--- config.mk ---
export PLATFORM = sky130hd
export DESIGN_NAME = kvi_divider
export DESIGN_NICKNAME = d
export VERILOG_FILES = /design/src/rtl/kvi_pkg.sv /design/src/rtl/kvi_divider.sv
export SDC_FILE = /design/constraint.sdc
export NUM_CORES = 1
export LEC_CHECK = 0
export ABC_AREA = 1
export BUFFER_PORTS_ARGS = -buffer_cell sky130_fd_sc_hd__buf_2
export CORE_MARGIN = 5
export CORE_UTILIZATION = 35
export DETAILED_ROUTE_END_ITERATION = 10
export RECOVER_POWER = 50
export REMOVE_ABC_BUFFERS = 1
export SETUP_SLACK_MARGIN = 0.4
export SLEW_MARGIN = 10
export SYNTH_ARGS = -nofsm -noshare
export SYNTH_HDL_FRONTEND = slang
export SYNTH_SLANG_ARGS = --single-unit
--- constraint.sdc ---
create_clock -name clk -period 1.9 [get_ports clk]
set_input_delay 0.095 -clock clk [delete_from_list [all_inputs] [get_ports clk]]
set_output_delay 0.095 -clock clk [all_outputs]
set_load 0.02 [all_outputs]
--- src/rtl/kvi_pkg.sv ---
// Shared types, constants and codes of the keyframe interpolator.
`default_nettype none
package kvi_pkg;

  localparam int MAX_KEYS = 64;
  localparam int KEY_AW   = $clog2(MAX_KEYS);
  localparam int CNT_W    = $clog2(MAX_KEYS + 1);
  localparam int TIME_W   = 24;
  localparam int VAL_W    = 24;
  localparam int FRAC_W   = 16;
  localparam int FACT_W   = FRAC_W + 1;
  localparam int CFG_W    = 7;

  localparam logic OP_LOAD  = 1'b0;
  localparam logic OP_QUERY = 1'b1;

  localparam logic ST_OK      = 1'b0;
  localparam logic ST_NO_KEYS = 1'b1;

  localparam logic [FACT_W-1:0] FACTOR_ZERO = '0;
  localparam logic [FACT_W-1:0] FACTOR_ONE  = FACT_W'(1) << FRAC_W;

  typedef struct packed {
    logic                    operation;
    logic [5:0]              key_index;
    logic [TIME_W-1:0]       key_time;
    logic signed [VAL_W-1:0] key_x;
    logic signed [VAL_W-1:0] key_y;
    logic signed [VAL_W-1:0] key_z;
    logic [TIME_W-1:0]       query_time;
  } kvi_in_t;

  typedef struct packed {
    logic signed [VAL_W-1:0] out_x;
    logic signed [VAL_W-1:0] out_y;
    logic signed [VAL_W-1:0] out_z;
    logic                    status;
  } kvi_out_t;

  typedef struct packed {
    logic [TIME_W-1:0]       key_time;
    logic signed [VAL_W-1:0] key_x;
    logic signed [VAL_W-1:0] key_y;
    logic signed [VAL_W-1:0] key_z;
  } kvi_key_t;

  typedef struct packed {
    logic busy;
    logic done;
  } kvi_div_stat_t;

  typedef enum logic [3:0] {
    S_IDLE,
    S_SEARCH,
    S_FETCH0,
    S_FETCH1,
    S_FETCH2,
    S_DIFF,
    S_CLASS,
    S_DIV,
    S_MUL,
    S_ACC,
    S_OUT
  } kvi_state_t;

endpackage
`default_nettype wire

--- src/rtl/kvi_divider.sv ---
// Restoring divider: quotient = (num << 16) / den for num < den, one bit a cycle.
`default_nettype none
module kvi_divider (
  input  wire logic                       clk,
  input  wire logic                       rst_n,
  input  wire logic                       start,
  input  wire logic [kvi_pkg::TIME_W-1:0] num,
  input  wire logic [kvi_pkg::TIME_W-1:0] den,
  output kvi_pkg::kvi_div_stat_t          stat,
  output logic [kvi_pkg::FRAC_W-1:0]      quotient
);

  localparam int STEP_W = $clog2(kvi_pkg::FRAC_W + 1);

  logic                         busy_r;
  logic                         done_r;
  logic [STEP_W-1:0]            cnt_r;
  logic [kvi_pkg::TIME_W-1:0]   rem_r;
  logic [kvi_pkg::TIME_W-1:0]   den_r;
  logic [kvi_pkg::FRAC_W-1:0]   quo_r;
  logic [kvi_pkg::TIME_W:0]     shifted;
  logic                         fits;

  // remainder stays below the divisor, so the doubled value fits in one extra bit
  assign shifted = {rem_r, 1'b0};
  assign fits    = shifted >= {1'b0, den_r};

  always_ff @(posedge clk) begin
    if (!rst_n) begin
      busy_r <= 1'b0;
      done_r <= 1'b0;
      cnt_r  <= '0;
    end else begin
      done_r <= 1'b0;
      if (start) begin
        busy_r <= 1'b1;
        cnt_r  <= STEP_W'(kvi_pkg::FRAC_W);
      end else if (busy_r) begin
        cnt_r <= cnt_r - STEP_W'(1);
        if (cnt_r == STEP_W'(1)) begin
          busy_r <= 1'b0;
          done_r <= 1'b1;
        end
      end
    end
  end

  always_ff @(posedge clk) begin
    if (start) begin
      rem_r <= num;
      den_r <= den;
      quo_r <= '0;
    end else if (busy_r) begin
      rem_r <= fits ? kvi_pkg::TIME_W'(shifted - {1'b0, den_r})
                    : shifted[kvi_pkg::TIME_W-1:0];
      quo_r <= {quo_r[kvi_pkg::FRAC_W-2:0], fits};
    end
  end

  assign stat.busy = busy_r;
  assign stat.done = done_r;
  assign quotient  = quo_r;

endmodule
`default_nettype wire

==> results of run 1 <==
## final cells by class
class	instances	area (µm²)	share of cell area
multi-input cells	444	2760	0.385
repair buffers	195	1500	0.209
clock inverters	6	47.5	0.00663
inverters	133	499	0.0696
well taps	180	225	0.0314
clock buffers	10	239	0.0333
flip-flops and latches	71	1900	0.265
## metal layers
metal,wire length (µm),global-route usage
met5,0,0
met4,268,0.0580
met3,687,0.0406
met2,6420,0.296
met1,6530,0.234
## flip-flops by register name (all words and copies together), names as in the netlist
signal and flops:
quotient 16, cnt_r 5, rem_r 24, busy_r 1, done_r 1, den_r 24
## power by group through the flow
stage / logic (mW) / clock network [mW] / registers, mW
finish: 3.62 / 1.67 / 2.01
global placement: 2.88 / 0 / 1.99
CTS: 3.46 / 1.73 / 2.00
global route: 4.00 / 1.80 / 2.03
detailed placement: 2.89 / 0 / 1.99
floorplan: 1.68 / 0 / 1.97
## stage by stage
step                      utilization  power (mW)  TNS, ps  hold slack (ps)  setup slack (ps)
after floorplan                     -        3.64    -4810              194              -245
after global placement          0.437        4.87    -6840              272              -327
after detailed placement        0.437        4.88    -7140              273              -333
after CTS                       0.513        7.18    -6790            0.319              -318
after global routing            0.523        7.83   -10210             14.3              -482
final                           0.523        7.30    -7310             15.6              -354
## placed cells by master, fill, tap and decap left out, types with 5 or more instances in the layout
cell type	synthesis	layout
a21oi_1	18	17
buf_12	0	8
buf_2	3	61
buf_4	2	86
clkbuf_1	7	7
clkbuf_16	0	9
dfxtp_1	23	23
dlygate4sd3_1	0	29
edfxtp_1	48	48
ha_4	0	22
inv_1	130	126
inv_2	1	5
nand2_1	227	214
nand2_2	3	13
nand3_1	53	36
nand3_2	3	20
nand3b_1	23	23
nand4_1	5	5
nor2_1	34	27
nor2_2	1	7
o22ai_1	14	14
xnor2_1	9	9
## cell families (layout without fill, tap and decap cells)
group	count (synthesis)	after routing
xor gates and xnor gates	12	12
AOI/OAI and AO/OA	44	44
and+or+nand+nor	361	361
DFF	71	71
buffers and inverters	150	344
adders and majority gates	27	27
## worst max-delay path, stage by stage, from the launching register on
cell      delay, ps
edfxtp_1        390
ha_1            380
nand2_1         100
nor2_1          170
nand2_1         120
a21oi_2         170
nor2_4           80
buf_6           120
nand2_4          70
buf_12          130
buf_12          130
nand2_2          50
nand3_2          70
nand2_2          40
## what timing repair did
item | in CTS | in global routing
resized for setup | 62 | 19
setup buffers | 9 | 5
hold endpoints to repair | 29 | 0
setup endpoints to repair | 25 | 25
pin swaps | 14 | 7
hold buffers | 29 | 0
gates cloned | 1 | 0
## worst max-delay path by stage
stage,startpoint,to
global placement,rem_r[14],rem_r[19]
floorplan,rem_r[0],rem_r[0]
global route,rem_r[14],rem_r[2]
detailed placement,rem_r[0],rem_r[15]
CTS,rem_r[0],rem_r[13]
finish,rem_r[20],rem_r[2]
==> flow_metrics.py, run 1 <==
metrics = {
    "cts": {
        "path_clk_slew_ps": 70,
        "cts.sinks": 71,
        "clk_latency_ps": 350,
        "cts_tree": "done",
        "root_buffer": "clkbuf_16",
        "cts_buffers": 9,
        "htreeDepth": 3,
        "cts_buffer_depth": 2,
    },
    "global_route": {
        "grt_pass1_vias": 4794,
        "antenna_found_initial": 0,
        "grt_max_degree": 50,
        "grt-ovfl-total": 0,
        "grtUsageTotal": 0.180,
        "grt_pass1_wl_mm": 23.2,
    },
    "worst_setup_path": {
        "reg2reg_to": "rem_r[2]",
        "rr_worst_depth": 13,
        "cp-end-kind": "register",
        "setup.worst_path.class": "reg -> reg",
        "r2r_setup_slack_ps": -350,
        "required_ps": 2000,
        "r2r_start": "rem_r[20]",
        "critPathMaxFanout": 7,
        "cp-start-kind": "register",
        "critical_path_arrival_ps": 2360,
    },
    "yosys": {
        "ys_warn_count": 0,
        "synthTopCellsByArea": "edfxtp_1 (30%), nand2_1 (18%), inv_1 (10%)",
        "synth.avg_cell_area_um2": 7.27,
        "synth_compound_area_frac": 0.0528,
        "synth_seq_cells": 71,
        "yosys-top-cells-count": "nand2_1 (227), inv_1 (130), nand3_1 (53)",
        "synth_mux_area_frac": 0,
        "syn-instance-count": 665,
        "synth_xor_area_frac": 0.0218,
        "yosys.area.top_type_share": 0.298,
        "synth.distinct_cells": 38,
        "yosysTopAreaCell": "edfxtp_1",
        "synth-simple-area-share": 0.335,
        "synthAdderAreaFrac": 0.0715,
        "yosysSeqAreaShare": 0.394,
        "synth_area_mm2": 0.00483,
        "synth_top_family_by_area": "simple AND/OR/NAND/NOR gates",
        "synth-main-ff-cell": "edfxtp_1",
        "yosysMostFrequentCell": "nand2_1",
        "synth_edf_count": 48,
        "async_flop_share": 0,
    },
    "sta": {
        "fmax_ghz": 0.444,
        "maxSlewViolCount": 0,
        "slew_headroom": 0.682,
        "fin_ws_ps": -354,
        "finClkSkew_ps": 16.6,
        "setup_viol": 25,
        "finalCritPeriodShare": 1.19,
        "fin_crit_ps": 2250,
        "hold_violations": 0,
        "tightest_slew_ps": 475,
        "rsz0062_at_grt": "yes",
    },
    "placement": {
        "routabilityCongestion": 0.886,
        "dpl.hpwl_mm": 9.94,
        "port_buffers": 68,
        "dpl_cell_area_mm2": 0.00599,
        "placedCellCount": 979,
    },
    "routing": {
        "dr.pass1.iters": 5,
        "drc": 0,
        "drtIter0Drc": 220,
        "final_antenna_net_count": 0,
        "avgViaCountPerCell": 4.54,
        "vias": 4720,
        "wl_per_cell_um": 13.4,
        "drt_wl_total_mm": 13.9,
    },
    "layout": {
        "layout-drive-gt1-share": 0.299,
        "num-fill-cells": 1329,
        "fin_cells": 1039,
        "antenna-diode-count": 0,
        "final_area_mm2": 0.00717,
        "syn2layout_area_growth_pct": 48.4,
        "finalNetCount": 932,
    },
    "flow_run": {
        "maxCapViolCount": 0,
    },
    "pwr": {
        "pwr_density_cell_mw_per_mm2": 1020,
        "seqPwrFrac": 0.276,
        "p_int_mw": 4.61,
        "p_clk_frac": 0.229,
        "p_leak_nw": 3.54,
        "vdd_drop_max_mv": 0.463,
        "p_switching_mw": 2.69,
        "p_comb_frac": 0.496,
        "switching_share": 0.368,
    },
    "worst_hold_path": {
        "hold_path_depth": 3,
        "hp-class": "in -> reg",
        "holdCritStartpoint": "num[21]",
        "worstHoldEndpoint": "rem_r[21]",
    },
    "floorplanning": {
        "start_util": 0.352,
        "fp.dieArea_mm2": 0.0163,
        "die_w_um": 128,
        "fp.dieH_um": 128,
        "placement_rows": 43,
        "pin_count": 69,
        "coreArea_mm2": 0.0137,
    },
    "outcome": {
        "violations": "negative setup slack",
        "status": "finished with violations",
    },
}
(Power assumes the default switching activity.)
==> run 2, diff against run 1 <==
--- a/config.mk
+++ b/config.mk
@@ -13,6 +13,7 @@
 export RECOVER_POWER = 50
 export REMOVE_ABC_BUFFERS = 1
 export SETUP_SLACK_MARGIN = 0.4
+export SKIP_LAST_GASP = 1
 export SLEW_MARGIN = 10
 export SYNTH_ARGS = -nofsm -noshare
 export SYNTH_HDL_FRONTEND = slang
==> flow_metrics.py, run 2 (synthesis gave the netlist of run 1 again) <==
metrics = {
    "floorplanning": {
        "fp.dieH_um": 128,
        "start_util": 0.352,
        "die_w_um": 128,
        "pin_count": 69,
        "fp.dieArea_mm2": 0.0163,
        "coreArea_mm2": 0.0137,
        "placement_rows": 43,
    },
    "worst_setup_path": {
        "setup.worst_path.class": "reg -> reg",
        "rr_worst_depth": 14,
        "critPathSlowestCell": "edfxtp_1",
        "crit_family": "simple AND/OR/NAND/NOR gates",
        "path_cells": "ha_4 > buf_4 > buf_4 > nand2_1 > nor2_1 > nand3_1 > nand3_2 > nand3b_4 > nand2_4 > buf_12 > buf_12 > nand2_2 > nand3_2 > nand2_1",
        "path_buf_inv": 4,
        "critPathMaxStageDelay_ps": 450,
        "cp-start-kind": "register",
        "cp-end-kind": "register",
        "required_ps": 2000,
        "cp.depth": 14,
        "critPathMaxFanout": 7,
        "critical_path_arrival_ps": 2340,
    },
    "routing": {
        "drt_wl_total_mm": 13.9,
        "drc": 0,
        "vias": 4713,
        "avgViaCountPerCell": 4.54,
        "wl_per_cell_um": 13.4,
        "drtIter0Drc": 220,
        "dr.pass1.iters": 5,
        "final_antenna_net_count": 0,
    },
    "global_route": {
        "grt_max_degree": 50,
        "grt_pass1_wl_mm": 23.1,
        "antenna_found_initial": 0,
        "grtUsageTotal": 0.179,
        "grt-ovfl-total": 0,
        "grt_pass1_vias": 4769,
    },
    "cts": {
        "htreeDepth": 3,
        "cts_buffer_depth": 2,
        "cts_buffers": 9,
        "path_clk_slew_ps": 70,
        "cts.sinks": 71,
        "cts_tree": "done",
        "root_buffer": "clkbuf_16",
        "clk_latency_ps": 350,
    },
    "layout": {
        "final_cell_mix": "nand2_1 (214), inv_1 (128), buf_4 (85)",
        "syn2layout_area_growth_pct": 47.8,
        "final_common_cell": "nand2_1",
        "antenna-diode-count": 0,
        "finalNetCount": 932,
        "ff_latch_area_mm2": 0.00190,
        "layout-drive-gt1-share": 0.290,
        "num-fill-cells": 1327,
        "multi_input_area_mm2": 0.00272,
    },
    "sta": {
        "whs_ps": 17.5,
        "hold_violations": 0,
        "tightest_slew_ps": 475,
        "finalCritPeriodShare": 1.18,
        "slew_headroom": 0.682,
        "rsz0062_at_grt": "yes",
        "finClkSkew_ps": 17.2,
        "fin_crit_ps": 2240,
        "maxSlewViolCount": 0,
        "fmax_ghz": 0.446,
        "fin_ws_ps": -343,
        "setup_viol": 25,
    },
    "pwr": {
        "p_leak_nw": 3.54,
        "vdd_drop_max_mv": 0.466,
        "pwr_density_cell_mw_per_mm2": 1020,
    },
    "outcome": {
        "status": "finished with violations",
        "violations": "negative setup slack",
    },
    "placement": {
        "dp_slack_ps": -333,
        "dpl.hpwl_mm": 9.94,
        "port_buffers": 68,
        "routabilityCongestion": 0.886,
    },
    "worst_hold_path": {
        "hold_path_depth": 3,
        "hp-class": "in -> reg",
    },
    "flow_run": {
        "maxCapViolCount": 0,
    },
}
==> run 2: worst reg2reg max path, cell delays in order (launching register included) <==
cell and delay (ps):
edfxtp_1 450, ha_4 320, buf_4 100, buf_4 100, nand2_1 40, nor2_1 120
nand3_1 100, nand3_2 110, nand3b_4 120, nand2_4 120, buf_12 130, buf_12 130
nand2_2 60, nand3_2 60, nand2_1 50
==> run 2: final timing paths <==
| check | from | endpoint | slack (ps) |
|---|---|---|---|
| max | rem_r[0] | rem_r[4] | -340 |
| min | num[21] | rem_r[21] | 20 |
| max reg2reg | rem_r[0] | rem_r[4] | -340 |
| min reg2reg | quotient[10] | quotient[10] | 490 |
==> run 2: area by class of cell <==
cell class | instances | share of cell area
Multi-Input combinational cell | 444 | 0.381
Clock inverter | 6 | 0.00666
Sequential cell | 71 | 0.266
Inverter | 133 | 0.0699
Tap cell | 180 | 0.0315
Timing Repair Buffer | 195 | 0.211
Clock buffer | 10 | 0.0335
==> run 2: stage by stage <==
stage / util / cells / cell area, µm² / power, mW / setup TNS (ps)
global placement: 0.437 / 979 / 5990 / 4.87 / -6840
global route: 0.520 / 1039 / 7140 / 7.80 / -10290
CTS: 0.512 / 1034 / 7020 / 7.16 / -6820
finish: 0.520 / 1039 / 7140 / 7.27 / -7220
detailed placement: 0.437 / 979 / 5990 / 4.88 / -7140
floorplan: - / 648 / 4730 / 3.64 / -4810
==> run 2: where the power goes <==
group | internal, mW | leakage, nW | switching, mW
Combinational | 1.79 | 2.73 | 1.81
Sequential | 1.87 | 0.666 | 0.134
Clock | 0.938 | 0.145 | 0.730
==> run 2: what timing repair did <==
item,in CTS,in global routing
endpoints found under the hold margin,29,0
setup endpoints to repair,25,25
gates resized for setup,57,18
hold buffers,29,0
gates cloned,1,0
setup buffers,9,5
pin swaps,13,11
==> run 2: per-layer routing <==
metal  track usage  part of all wire
met4        0.0580             0.020
met1         0.233              0.47
met2         0.294              0.46
met3        0.0406             0.051
met5             0                 0
==> run 3, diff against run 2 <==
==> constraint.sdc (replaced) <==
create_clock -name clk -period 1.9 [get_ports clk]
set_input_delay 0.095 -clock clk [delete_from_list [all_inputs] [get_ports clk]]
set_output_delay 0.095 -clock clk [all_outputs]
set_load 0.005 [all_outputs]
==> flow_metrics.py, run 3 (synthesis gave the netlist of run 1 again) <==
metrics = {
    "routing": {
        "vias": 4714,
        "drtIter0Drc": 220,
        "wl_per_cell_um": 13.4,
        "drc": 0,
        "dr.pass1.iters": 5,
        "drt_wl_total_mm": 13.9,
        "final_antenna_net_count": 0,
        "avgViaCountPerCell": 4.54,
    },
    "global_route": {
        "grt_max_degree": 50,
        "antenna_found_initial": 0,
        "grt_pass1_vias": 4769,
        "grt-ovfl-total": 0,
        "grt_pass1_wl_mm": 23.1,
        "grtUsageTotal": 0.179,
    },
    "layout": {
        "antenna-diode-count": 0,
        "num-fill-cells": 1327,
        "syn2layout_area_growth_pct": 47.8,
        "final_area_mm2": 0.00714,
        "finalNetCount": 932,
        "final_cell_mix": "nand2_1 (214), inv_1 (128), buf_4 (85)",
        "final_common_cell": "nand2_1",
        "layout-drive-gt1-share": 0.292,
    },
    "worst_setup_path": {
        "critPathMaxStageDelay_ps": 450,
        "critPathSlowestCell": "edfxtp_1",
        "r2r_setup_slack_ps": -340,
        "path_cells": "ha_4 > buf_4 > buf_4 > nand2_1 > nor2_1 > nand3_1 > nand3_2 > nand3b_4 > nand2_4 > buf_12 > buf_12 > nand2_2 > nand3_2 > nand2_1",
        "endpoint": "rem_r[4]",
        "critical_path_arrival_ps": 2340,
        "setup.worst_path.class": "reg -> reg",
        "cp-end-kind": "register",
        "cp-start-kind": "register",
        "cp-startpoint": "rem_r[0]",
        "r2r_start": "rem_r[0]",
        "rr_worst_depth": 14,
        "required_ps": 2000,
        "critPathMaxFanout": 7,
        "reg2reg_to": "rem_r[4]",
    },
    "outcome": {
        "status": "finished with violations",
        "violations": "negative setup slack",
    },
    "pwr": {
        "vdd_drop_max_mv": 0.467,
        "p_leak_nw": 3.55,
        "pwr_density_cell_mw_per_mm2": 1020,
    },
    "sta": {
        "finalCritPeriodShare": 1.18,
        "maxSlewViolCount": 0,
        "tightest_slew_ps": 475,
        "fmax_ghz": 0.446,
        "fin_ws_ps": -343,
        "rsz0062_at_grt": "yes",
        "fin_crit_ps": 2240,
        "slew_headroom": 0.682,
        "setup_viol": 25,
        "finClkSkew_ps": 17.2,
        "tns_ps": -7220,
        "hold_violations": 0,
    },
    "placement": {
        "port_buffers": 68,
        "dpl_cell_area_mm2": 0.00599,
        "routabilityCongestion": 0.886,
        "dpl.hpwl_mm": 9.94,
    },
    "floorplanning": {
        "fp.dieH_um": 128,
        "coreArea_mm2": 0.0137,
        "placement_rows": 43,
        "pin_count": 69,
        "fp.dieArea_mm2": 0.0163,
        "start_util": 0.352,
        "die_w_um": 128,
    },
    "cts": {
        "path_clk_slew_ps": 70,
        "cts_buffer_depth": 2,
        "clk_latency_ps": 350,
        "root_buffer": "clkbuf_16",
        "htreeDepth": 3,
        "cts_tree": "done",
        "cts.sinks": 71,
        "cts_buffers": 9,
    },
    "worst_hold_path": {
        "hp-class": "in -> reg",
        "holdCritStartpoint": "num[21]",
    },
    "flow_run": {
        "maxCapViolCount": 0,
    },
}
run 3: cell types whose count changed in the layout (fill, tap and decap cells not counted):
cell and change:
buf_2 +2, clkbuf_1 -2
run 3: per-stage QoR:
stage,std cells,setup slack (ps),hold WS [ps],power (mW),util
6_report,1039,-343,17.4,7.27,0.521
5_1_grt,1039,-464,14.3,7.79,0.521
4_1_cts,1034,-318,0.322,7.15,0.512
3_5_place_dp,979,-333,273,4.87,0.437
3_3_place_gp,979,-327,272,4.86,0.437
2_1_floorplan,648,-245,194,3.64,-
run 3: worst min path at each step:
| stage | to | slack [ps] | cells after the start |
|---|---|---|---|
| 6_report | rem_r[21] | 20 | 3 |
| 5_1_grt | rem_r[0] | 10 | 3 |
| 4_1_cts | rem_r[21] | 0.3 | 3 |
| 3_5_place_dp | den_r[10] | 270 | 1 |
| 3_3_place_gp | den_r[19] | 270 | 1 |
| 2_1_floorplan | den_r[0] | 190 | 0 |
run 3: worst max-delay path: cells and delay by family, from the launching register on:
kind / cells / cell delay, ps
simple gates: 9 / 770
fa+ha+maj: 1 / 320
buf+inv: 4 / 460
flops: 1 / 450
run 3: what timing repair did:
action,in CTS,in global routing
gates cloned,1,0
pin swaps,13,11
setup buffers,9,5
endpoints found under the hold margin,29,0
hold buffers,29,0
endpoints found under the setup margin,25,25
gates resized for setup,57,18
run 3: area by class of cell:
cell class | count | area [µm²] | share of cell area
clock inverter | 6 | 47.5 | 0.00666
clock buffer | 10 | 239 | 0.0335
multi-input combinational | 444 | 2720 | 0.381
inverter | 133 | 499 | 0.0699
timing repair buffer | 195 | 1510 | 0.211
tap | 180 | 225 | 0.0315
sequential | 71 | 1900 | 0.266
run 3: layer usage:
metal	wire (µm)	GRT usage	vias to the layer above
met3	708	0.0406	19
met2	6420	0.294	105
met4	272	0.0580	0
li1	-	-	2471
met1	6540	0.233	2119
met5	0	0	-
run 3: where the power goes:
| group | internal [mW] | leakage [nW] | switching, mW |
|---|---|---|---|
| registers | 1.87 | 0.666 | 0.135 |
| clock network | 0.938 | 0.145 | 0.730 |
| logic | 1.79 | 2.74 | 1.80 |
| total | 4.60 | 3.55 | 2.67 |
